## src/rtl/core/mtmq_pkg.sv

```systemverilog
package mtmq_pkg;

	localparam int COMM_ID_W = 4;
	localparam int RANK_W    = 16;
	localparam int TAG_W     = 31;
	localparam int HANDLE_W  = 16;
	localparam int MASK_W    = 16;
	localparam int STATUS_W  = 3;

	localparam logic [MASK_W-1:0] COMM_MASK_RESET = 16'h0007;

	typedef enum logic {
		OP_STORE = 1'b0,
		OP_FIND  = 1'b1
	} opcode_t;

	typedef enum logic [STATUS_W-1:0] {
		STAT_STORED       = 3'd0,
		STAT_UNKNOWN_COMM = 3'd1,
		STAT_FULL         = 3'd2,
		STAT_NO_MATCH     = 3'd3,
		STAT_FOUND        = 3'd4
	} status_t;

	typedef enum logic {
		ST_IDLE = 1'b0,
		ST_PICK = 1'b1
	} state_t;

	// One queued message descriptor.
	typedef struct packed {
		logic [COMM_ID_W-1:0] comm;
		logic [RANK_W-1:0]    source;
		logic [TAG_W-1:0]     tag;
		logic [HANDLE_W-1:0]  handle;
	} entry_t;

	localparam int ENTRY_W = $bits(entry_t);

	// Controller commands to the datapath.
	typedef struct packed {
		logic capture;
		logic commit;
	} ctrl_cmd_t;

endpackage

```

## src/rtl/core/mtmq_ctrl.sv

```systemverilog
module mtmq_ctrl
	import mtmq_pkg::*;
(
	input  logic      clk,
	input  logic      arst_n,
	input  logic      in_valid,
	output logic      in_stall,
	output logic      out_valid,
	input  logic      out_stall,
	output ctrl_cmd_t cmd
);

	state_t state_q;
	state_t state_nxt;
	logic   out_valid_q;

	always_comb begin
		state_nxt = state_q;
		case (state_q)
			ST_IDLE: begin
				if (cmd.capture) begin
					state_nxt = ST_PICK;
				end
			end
			ST_PICK: begin
				if (cmd.commit) begin
					state_nxt = ST_IDLE;
				end
			end
			default: begin
				state_nxt = ST_IDLE;
			end
		endcase
	end

	always_comb begin
		cmd.capture = 1'b0;
		cmd.commit  = 1'b0;
		in_stall    = 1'b1;
		case (state_q)
			ST_IDLE: begin
				in_stall    = 1'b0;
				cmd.capture = in_valid;
			end
			ST_PICK: begin
				// result register must be free or draining this cycle
				cmd.commit = !out_valid_q || !out_stall;
			end
			default: begin
				in_stall = 1'b1;
			end
		endcase
	end

	always_ff @(posedge clk or negedge arst_n) begin
		if (!arst_n) begin
			state_q     <= ST_IDLE;
			out_valid_q <= 1'b0;
		end else begin
			state_q <= state_nxt;
			if (cmd.commit) begin
				out_valid_q <= 1'b1;
			end else if (!out_stall) begin
				out_valid_q <= 1'b0;
			end
		end
	end

	assign out_valid = out_valid_q;

	a_commit_shows_result: assert property (@(posedge clk) disable iff (!arst_n)
		cmd.commit |=> out_valid_q)
		else $error("result not presented after commit");

	a_commit_after_capture: assert property (@(posedge clk) disable iff (!arst_n)
		cmd.capture |=> (state_q == ST_PICK) && in_stall)
		else $error("controller did not hold off input after capture");

endmodule

```

## src/rtl/core/mtmq_dp.sv

```systemverilog
module mtmq_dp
	import mtmq_pkg::*;
#(
	parameter int QUEUE_DEPTH = 32,
	parameter int COMM_SLOTS  = 16
) (
	input  logic                 clk,
	input  logic                 arst_n,
	input  ctrl_cmd_t            cmd,
	input  logic                 cfg_wr_en,
	input  logic [MASK_W-1:0]    cfg_wr_data,
	input  logic                 opcode,
	input  logic [COMM_ID_W-1:0] comm_id,
	input  logic [RANK_W-1:0]    source_rank,
	input  logic [TAG_W-1:0]     msg_tag,
	input  logic                 any_source,
	input  logic                 any_tag,
	input  logic [HANDLE_W-1:0]  buffer_handle,
	output logic [STATUS_W-1:0]  status,
	output logic [HANDLE_W-1:0]  found_handle,
	output logic [RANK_W-1:0]    found_source,
	output logic [TAG_W-1:0]     found_tag
);

	localparam int IW = $clog2(QUEUE_DEPTH);
	localparam int CW = $clog2(QUEUE_DEPTH + 1);

	logic [MASK_W-1:0]      mask_q;
	logic [CW-1:0]          count_q;
	entry_t                 ent_q [QUEUE_DEPTH];
	logic [QUEUE_DEPTH-1:0] valid_vec;
	logic [QUEUE_DEPTH-1:0] match_vec;

	// request stage
	opcode_t                req_op_s1;
	entry_t                 req_ent_s1;
	logic                   req_en_s1;
	logic [QUEUE_DEPTH-1:0] match_s1;

	logic                   comm_en;
	logic                   full;
	logic                   hit;
	logic [QUEUE_DEPTH-1:0] below_hit;
	logic [QUEUE_DEPTH-1:0] first_oh;
	logic [QUEUE_DEPTH-1:0] shift_vec;
	logic [ENTRY_W-1:0]     pick_bits;
	entry_t                 pick;
	logic                   do_store;
	logic                   do_remove;
	status_t                status_nxt;

	assign comm_en = (32'(comm_id) < COMM_SLOTS) && mask_q[comm_id];

	always_comb begin
		for (int i = 0; i < QUEUE_DEPTH; i++) begin
			valid_vec[i] = count_q > CW'(i);
			match_vec[i] = valid_vec[i] && (ent_q[i].comm == comm_id) &&
				(any_source || (ent_q[i].source == source_rank)) &&
				(any_tag || (ent_q[i].tag == msg_tag));
		end
	end

	// lowest set bit of the match vector is the oldest match
	assign below_hit = (match_s1 - QUEUE_DEPTH'(1)) & ~match_s1;
	assign first_oh  = match_s1 & ~(match_s1 - QUEUE_DEPTH'(1));
	assign shift_vec = ~below_hit;
	assign hit       = |match_s1;
	assign full      = count_q == CW'(QUEUE_DEPTH);

	always_comb begin
		pick_bits = '0;
		for (int i = 0; i < QUEUE_DEPTH; i++) begin
			pick_bits = pick_bits | (ent_q[i] & {ENTRY_W{first_oh[i]}});
		end
	end
	assign pick = entry_t'(pick_bits);

	assign do_store  = cmd.commit && req_en_s1 && (req_op_s1 == OP_STORE) && !full;
	assign do_remove = cmd.commit && req_en_s1 && (req_op_s1 == OP_FIND) && hit;

	always_comb begin
		if (!req_en_s1) begin
			status_nxt = STAT_UNKNOWN_COMM;
		end else if (req_op_s1 == OP_STORE) begin
			status_nxt = full ? STAT_FULL : STAT_STORED;
		end else begin
			status_nxt = hit ? STAT_FOUND : STAT_NO_MATCH;
		end
	end

	always_ff @(posedge clk or negedge arst_n) begin
		if (!arst_n) begin
			mask_q  <= COMM_MASK_RESET;
			count_q <= '0;
		end else begin
			if (cfg_wr_en) begin
				mask_q <= cfg_wr_data;
			end
			if (do_store) begin
				count_q <= count_q + CW'(1);
			end else if (do_remove) begin
				count_q <= count_q - CW'(1);
			end
		end
	end

	always_ff @(posedge clk) begin
		if (cmd.capture) begin
			req_op_s1         <= opcode_t'(opcode);
			req_ent_s1.comm   <= comm_id;
			req_ent_s1.source <= source_rank;
			req_ent_s1.tag    <= msg_tag;
			req_ent_s1.handle <= buffer_handle;
			req_en_s1         <= comm_en;
			match_s1          <= match_vec;
		end
	end

	for (genvar g = 0; g < QUEUE_DEPTH; g++) begin : g_cell
		entry_t upper;
		if (g == QUEUE_DEPTH - 1) begin : g_top
			assign upper = ent_q[g];
		end else begin : g_mid
			assign upper = ent_q[g + 1];
		end
		always_ff @(posedge clk) begin
			if (do_remove && shift_vec[g]) begin
				ent_q[g] <= upper;
			end else if (do_store && (count_q[IW-1:0] == IW'(g))) begin
				ent_q[g] <= req_ent_s1;
			end
		end
	end

	always_ff @(posedge clk) begin
		if (cmd.commit) begin
			status <= status_nxt;
			if (do_remove) begin
				found_handle <= pick.handle;
				found_source <= pick.source;
				found_tag    <= pick.tag;
			end else begin
				found_handle <= '0;
				found_source <= '0;
				found_tag    <= '0;
			end
		end
	end

	a_count_bound: assert property (@(posedge clk) disable iff (!arst_n)
		count_q <= CW'(QUEUE_DEPTH))
		else $error("fill count beyond depth");

	a_match_in_valid: assert property (@(posedge clk) disable iff (!arst_n)
		cmd.commit |-> ((match_s1 & ~valid_vec) == '0))
		else $error("match outside occupied slots");

	a_remove_count: assert property (@(posedge clk) disable iff (!arst_n)
		do_remove |=> count_q == $past(count_q) - CW'(1))
		else $error("fill count not decremented on removal");

	a_store_count: assert property (@(posedge clk) disable iff (!arst_n)
		do_store |=> count_q == $past(count_q) + CW'(1))
		else $error("fill count not incremented on store");

endmodule

```

## src/rtl/core/message_tag_match_queue_unit.sv

```systemverilog
// Flow: the request fields and slot compare are registered at the input transfer;
//   the result register loads at the commit in the pick state, and out_valid is
//   registered from that commit. No new request is taken until the commit; the
//   oldest-match pick and compaction follow the transfer in the pick state.
// A stalled result holds the pick cycle until the output register frees up.
// Reset: queue empty, comm_enable_mask = 0x0007, controller idle, no result.
module message_tag_match_queue_unit
	import mtmq_pkg::*;
#(
	parameter int QUEUE_DEPTH = 32,
	parameter int COMM_SLOTS  = 16
) (
	input  logic                 clk,
	input  logic                 arst_n,
	// configuration: comm_enable_mask
	input  logic                 cfg_wr_en,
	input  logic [MASK_W-1:0]    cfg_wr_data,
	// request channel
	input  logic                 in_valid,
	output logic                 in_stall,
	input  logic                 opcode,
	input  logic [COMM_ID_W-1:0] comm_id,
	input  logic [RANK_W-1:0]    source_rank,
	input  logic [TAG_W-1:0]     msg_tag,
	input  logic                 any_source,
	input  logic                 any_tag,
	input  logic [HANDLE_W-1:0]  buffer_handle,
	// result channel
	output logic                 out_valid,
	input  logic                 out_stall,
	output logic [STATUS_W-1:0]  status,
	output logic [HANDLE_W-1:0]  found_handle,
	output logic [RANK_W-1:0]    found_source,
	output logic [TAG_W-1:0]     found_tag
);

	// capture: request transfer, latch fields and the parallel match vector
	// commit:  pick oldest match, update the queue, load the result register
	ctrl_cmd_t cmd;

	mtmq_ctrl u_ctrl (
		.clk       (clk),
		.arst_n    (arst_n),
		.in_valid  (in_valid),
		.in_stall  (in_stall),
		.out_valid (out_valid),
		.out_stall (out_stall),
		.cmd       (cmd)
	);

	// Queue is a row of cells kept in arrival order, oldest in cell 0;
	// a removal moves every younger cell down one place.
	mtmq_dp #(
		.QUEUE_DEPTH (QUEUE_DEPTH),
		.COMM_SLOTS  (COMM_SLOTS)
	) u_dp (
		.clk           (clk),
		.arst_n        (arst_n),
		.cmd           (cmd),
		.cfg_wr_en     (cfg_wr_en),
		.cfg_wr_data   (cfg_wr_data),
		.opcode        (opcode),
		.comm_id       (comm_id),
		.source_rank   (source_rank),
		.msg_tag       (msg_tag),
		.any_source    (any_source),
		.any_tag       (any_tag),
		.buffer_handle (buffer_handle),
		.status        (status),
		.found_handle  (found_handle),
		.found_source  (found_source),
		.found_tag     (found_tag)
	);

	// Only one item in flight: no new request transfer until its result is committed.
	a_single_in_flight: assert property (@(posedge clk) disable iff (!arst_n)
		(in_valid && !in_stall) |=> in_stall)
		else $error("request taken while previous one in flight");

endmodule
```

## config.mk

```make
export PLATFORM = sky130hd
export DESIGN_NAME = message_tag_match_queue_unit
export DESIGN_NICKNAME = d
export VERILOG_FILES = /design/src/rtl/core/mtmq_pkg.sv /design/src/rtl/core/mtmq_ctrl.sv /design/src/rtl/core/mtmq_dp.sv /design/src/rtl/core/message_tag_match_queue_unit.sv
export SDC_FILE = /design/constraint.sdc
export NUM_CORES = 2
export LEC_CHECK = 0
export ABC_CLOCK_PERIOD_IN_PS = 12950
export BUFFER_PORTS_ARGS = -buffer_cell sky130_fd_sc_hd__buf_2
export CAP_MARGIN = 15
export CORE_MARGIN = 10
export CORE_UTILIZATION = 25
export DETAILED_ROUTE_END_ITERATION = 7
export PLACE_DENSITY = 0.36
export SLEW_MARGIN = 0
export SYNTH_ARGS = -nofsm -noshare
export SYNTH_HDL_FRONTEND = slang
export SYNTH_HIERARCHICAL = 1
export SYNTH_SLANG_ARGS = --single-unit
```

## constraint.sdc

```tcl
create_clock -name clk -period 12.95 [get_ports clk]
set_input_delay 1.295 -clock clk [delete_from_list [all_inputs] [get_ports clk]]
set_output_delay 1.295 -clock clk [all_outputs]
set_load 0.01 [all_outputs]
```

# Word level (Yosys, flattened, before mapping)
# Memories as Yosys holds them, arrays and structs flattened.
# Index checks and enable logic that the tools add are counted.
[totals] reg_bits=191 ramBits=2144 in_bits=91 output_inout_bits=68 elab_cells=726 memories=1
[memory_table] name="u_dp.ent_q" depth=32 word_bits=67 rd=32 rd_ports_with_merged_regs=0 wr=32 line="mtmq_dp.sv:30" text="entry_t ent_q [QUEUE_DEPTH];"
[classes] addsub=3 magnitude_cmp=33 n_eq_ne=129 n_mux=207 bitwise_logic=102 reduce_logical=236
[ops] operator="$mux W67" count=32
[ops] operator="$and A63 B63 Y63" count=32
[ops] operator="$or A63 B63 Y63" count=31
[ops] operator="$eq A31 B31 Y1" count=32
[ops] operator="$eq A16 B16 Y1" count=32
[ops] operator="$mux W1" count=168
[ops] operator="$logic_and A1 B1 Y1" count=165
[ops] operator="$eq A4 B4 Y1" count=32
[ops] operator="$gt A6 B5 Y1 const B" count=16
[ops] operator="$not A32 Y32" count=3
[ops] operator="$eq A5 B5 Y1 const B" count=16
[ops] operator="$logic_or A1 B1 Y1" count=65
[ops] operator="$and A32 B32 Y32" count=2
[ops] operator="$gt A6 B4 Y1 const B" count=8
[ops] operator="$eq A5 B4 Y1 const B" count=8
[ops] operator="$or A1 B1 Y1" count=32
[ops] operator="$reduce_or A32 Y1" count=1
[ops] operator="$sub A32 B1 Y32 const B" count=1
[ops] operator="$gt A6 B3 Y1 const B" count=4
[ops] operator="$eq A5 B3 Y1 const B" count=4
[ops] operator="$gt A6 B1 Y1 const B" count=2
[ops] operator="$gt A6 B2 Y1 const B" count=2
[ops] operator="$mux W6" count=2
[ops] operator="$eq A5 B2 Y1 const B" count=2
[ops] operator="other kinds (14)" count=18

# Logic depth before layout (Yosys ltp)
[depth] ltp_word=35 ltp_mapped=12 mapped_depth_nobuf=9

# By module
# The synthesis kept the hierarchy.
[by_module_without_submodules] module="mtmq_dp" n_inst=1 cells_per_inst=9620 area_per_inst_um2=128733.5 seq_area_each_um2=69950.8
[by_module_without_submodules] module="mtmq_ctrl" n_inst=1 cells_per_inst=6 area_per_inst_um2=83.8 seq_area_each_um2=50.0

# Worst setup path after synthesis
# Ideal clock, no wire load.
[synth_timing] path_type="input to register" from="input port out_stall" to="memory u_dp/ent_q[0][1005] in the netlist's numbering (enable)" setup_ns=0.585 t_arrival_ns=12.119 required_time_ns=12.365 slack_ns=0.246 path_stages=6 n_path_buf=2 path_cell_list="a21boi_0 > nand3_1 > or2_1 > buf_2 > clkbuf_1 > o21ai_0"
[synth_rtl] item="start, declared" line="message_tag_match_queue_unit.sv:30" text="input logic out_stall,"
[synth_rtl] item="end, declared" line="mtmq_dp.sv:30"

==> results.md <==
- CORE AREA: 513,000 um^2
- Post-synth net total: 9,723
- Num rows: 263
- Max Freq: 168 MHz
- Reg2Reg Depth: 7
- 1st-iter DRT viols: 11,900
- Number of global-route vias before repair: 93,100
- Cts hold-fix bufs: 0
- Cell-internal power: 14.5 mW
- Total CTS buffers: 301
- Maxcap violations: 0
- Crit path from: u_dp/match_s1[20]$_DFFE_PP_
- Layout cells sized above 1: 0.328
- CTS Sinks: 2,335
- Power per standard cell area: 139 nW/um^2
- Synthesized flop and latch total: 2,335
- Layout Nets: 9,683
- DP Wirelength: 512 mm
- Die ar.: 544,000 um^2
- Fin Hold WS: 0.388 ns
- Clk_skew: 0.0702 ns
- Pre-antenna DRT Iters: 6
- Post-Route WL: 706 mm
- Worst EP required: 13.50 ns
- Sw Share: 0.299
- Status: finished with violations
- Final Hold Fails: 0
- Chip width: 738 um
- Setup TNS: 0 ns
- Unique masters post-synth: 76
- Clock latency on the worst-skew pair: 0.99 ns
- Sequential share of the synthesized area: 0.543
- RSZ-0062 raised after global routing: false
- Crit path max fanout: 73
- Largest net degree at the start of global routing: 130
- Critical Path AT: 6.50 ns
- Crit Reg-Reg Startpoint: u_dp/match_s1[20]$_DFFE_PP_
- Mapped cell area: 129,000 um^2
- Post-route antenna net violation count: 0
- Final worst-path cycle share: 0.460
- Count leader, synth: edfxtp_1
- Residual DRC: 0
- Prevailing post-synth register cell: edfxtp_1
- Layout fillers: 52,100
- Met2 Use GR: 0.404
- R2r setup slk: 6.99 ns
- Fraction of registers with async set or reset after synthesis: 0.0103
- Worst Hold Class: in -> async
- Syn. warnings: 6
- R2r endpoint: u_dp/ent_q[1][902]$_DFFE_PP_
- Critical path destination: u_dp/ent_q[1][902]$_DFFE_PP_
- Fin crit period: 5.96 ns
- P_leak: 46.2 nW
- Tot GR Track Use: 0.249
- Grt ovf: 0
- Grt met1 use: 0.322
- CTS tree: built
- Clock Root Buffer: clkbuf_16
- CTS clk-pin slew, worst paths: 0.06 ns
- Clock Path Buffers: 4
- Detail-routed via count per cell: 5.59
- RePlAce Congestion: 0.923
- Crit path kind: reg -> reg
- Initial antenna violation count: 94
- Via count: 92,900
- Gr busiest metal: met2
- Post CTS Setup Buffer Count: 0
- Slew HR: -0.115
- Part of the power in the clock network: 0.408
- Synth top cells by count: 2,311 x edfxtp_1, 2,093 x mux2_2, 1,244 x xnor2_1
- Area grow syn2layout: 15.2%
- Routed WL per cell: 42.5 um
- Synth area leaders: edfxtp_1 54%, mux2_2 18%, xnor2_1 8.5%, a22oi_1 2.7%, xor2_1 2.7%
- Combinational Power Share: 0.145
- Final Setup Violations: 0
- Slew @ Worst Pin: 1.67 ns
- Post-layout util: 0.289
- Failing checks: slew limit
- Reg power frac: 0.447
- EDFF count, synth: 2,311
- Initial Utilization: 0.251
- Post-Syn Instances: 9,626
- Syn avg cell area: 13.4 um^2
- H-tree depth: 5
- Post-synth top area cell: edfxtp_1
- Resize count post-CTS: 0
- Switch Pwr: 6.18 mW
- First-pass GRT wire length: 925 mm
- Synth top area share: 0.539
- Met3 Usage GRT: 0.0402
- Worst setup SP type: flop
- VDD IR-drop max: 106 uV
- CP Capture Type: flop
- Buffers added on ports: 158
- Max Slew Vio Count: 1
- Die height: 738 um
- IO Pins: 159
[stage by stage]
step / power, mW / instances / cell area [um^2] / setup WS [ns]
global route: 21.2 / 16600 / 148000 / 6.90
CTS: 20.8 / 16600 / 148000 / 7.04
global placement: 12.4 / 16000 / 139000 / 6.76
detailed placement: 12.4 / 16000 / 139000 / 6.75
finish: 20.7 / 16600 / 148000 / 6.99
floorplan: 10.7 / 9626 / 129000 / 0.246
[critical path, stage by stage (launching register included)]
cell      delay, ns
edfxtp_1       0.70
nor4_4         0.68
nand4_1        0.73
nor3_1         0.93
or2_4          0.72
buf_12         0.48
o21ai_4        0.45
buf_4          0.47
[layer usage]
| metal | routed length [um] | vias up |
|---|---|---|
| met2 | 327000 | 4594 |
| met5 | 184 | - |
| li1 | - | 37300 |
| met4 | 40300 | 26 |
| met3 | 48300 | 1102 |
| met1 | 291000 | 49900 |
[final cells by class]
cell class | instances | area, um^2 | area share
multi-input cells | 6349 | 56200 | 0.379
inverters | 9 | 33.8 | 0.000228
clock inverters | 149 | 1330 | 0.00894
well taps | 6757 | 8450 | 0.0570
flip-flops and latches | 2335 | 70000 | 0.472
clock buffers | 389 | 8030 | 0.0541
diodes | 31 | 77.6 | 0.000523
repair buffers | 590 | 4200 | 0.0283
[flip-flops by register name (all words and copies together) (netlist names), 6 cells and up]
signal,cells
u_dp/ent_q,2144
u_dp/count_q,6
u_dp/mask_q,16
u_dp/match_s1,32
u_dp/found_tag,31
u_dp/found_source,16
u_dp/found_handle,16
u_dp/req_ent_s1,67
[cell families (layout without fill, tap and decap cells)]
logic type,after synthesis,in the layout,synth area share
XOR/XNOR,1636,1636,0.111
AND/OR/NAND/NOR,1230,1230,0.0520
adder cells (fa/ha/maj),6,6,0.000583
AO/OA/AOI/OAI,1379,1379,0.0807
buffers and inverters,942,1137,0.0283
flip-flops,2335,2335,0.543
other,0,31,0
multiplexers,2098,2098,0.184
[power groups by stage]
stage / clock network [mW] / logic, mW / registers (mW)
after global placement: 0 / 2.96 / 9.40
final: 8.44 / 2.99 / 9.25
after CTS: 8.63 / 2.97 / 9.24
after detailed placement: 0 / 2.96 / 9.40
after global routing: 8.90 / 3.06 / 9.27
after floorplan: 0 / 1.48 / 9.25
[worst min-delay path by stage]
stage               cells after the start                            to  slack, ns
floorplan                               1   u_dp/mask_q[10]$_DFFE_PN0P_       0.48
global placement                        1    u_dp/mask_q[6]$_DFFE_PN0P_       0.49
CTS                                     1   u_dp/mask_q[11]$_DFFE_PN0P_       0.31
finish                                  1   u_dp/mask_q[11]$_DFFE_PN0P_       0.39
global route                            1  u_ctrl/out_valid$_DFFE_PN0P_       0.37
detailed placement                      1   u_dp/mask_q[13]$_DFFE_PN0P_       0.50
[cell usage in the layout (no fill, tap or decap), types with 138 or more instances in the layout]
cell type | netlist | layout
nand4_1 | 325 | 325
nand2_1 | 292 | 265
mux2_2 | 2093 | 2093
a22oi_1 | 458 | 458
xnor2_1 | 1244 | 1244
buf_4 | 1 | 416
nor2_1 | 154 | 144
clkbuf_16 | 0 | 309
buf_2 | 79 | 162
xor2_1 | 392 | 392
a221oi_1 | 141 | 138
edfxtp_1 | 2311 | 2311
nor4_1 | 200 | 197
(Power assumes the default switching activity.)
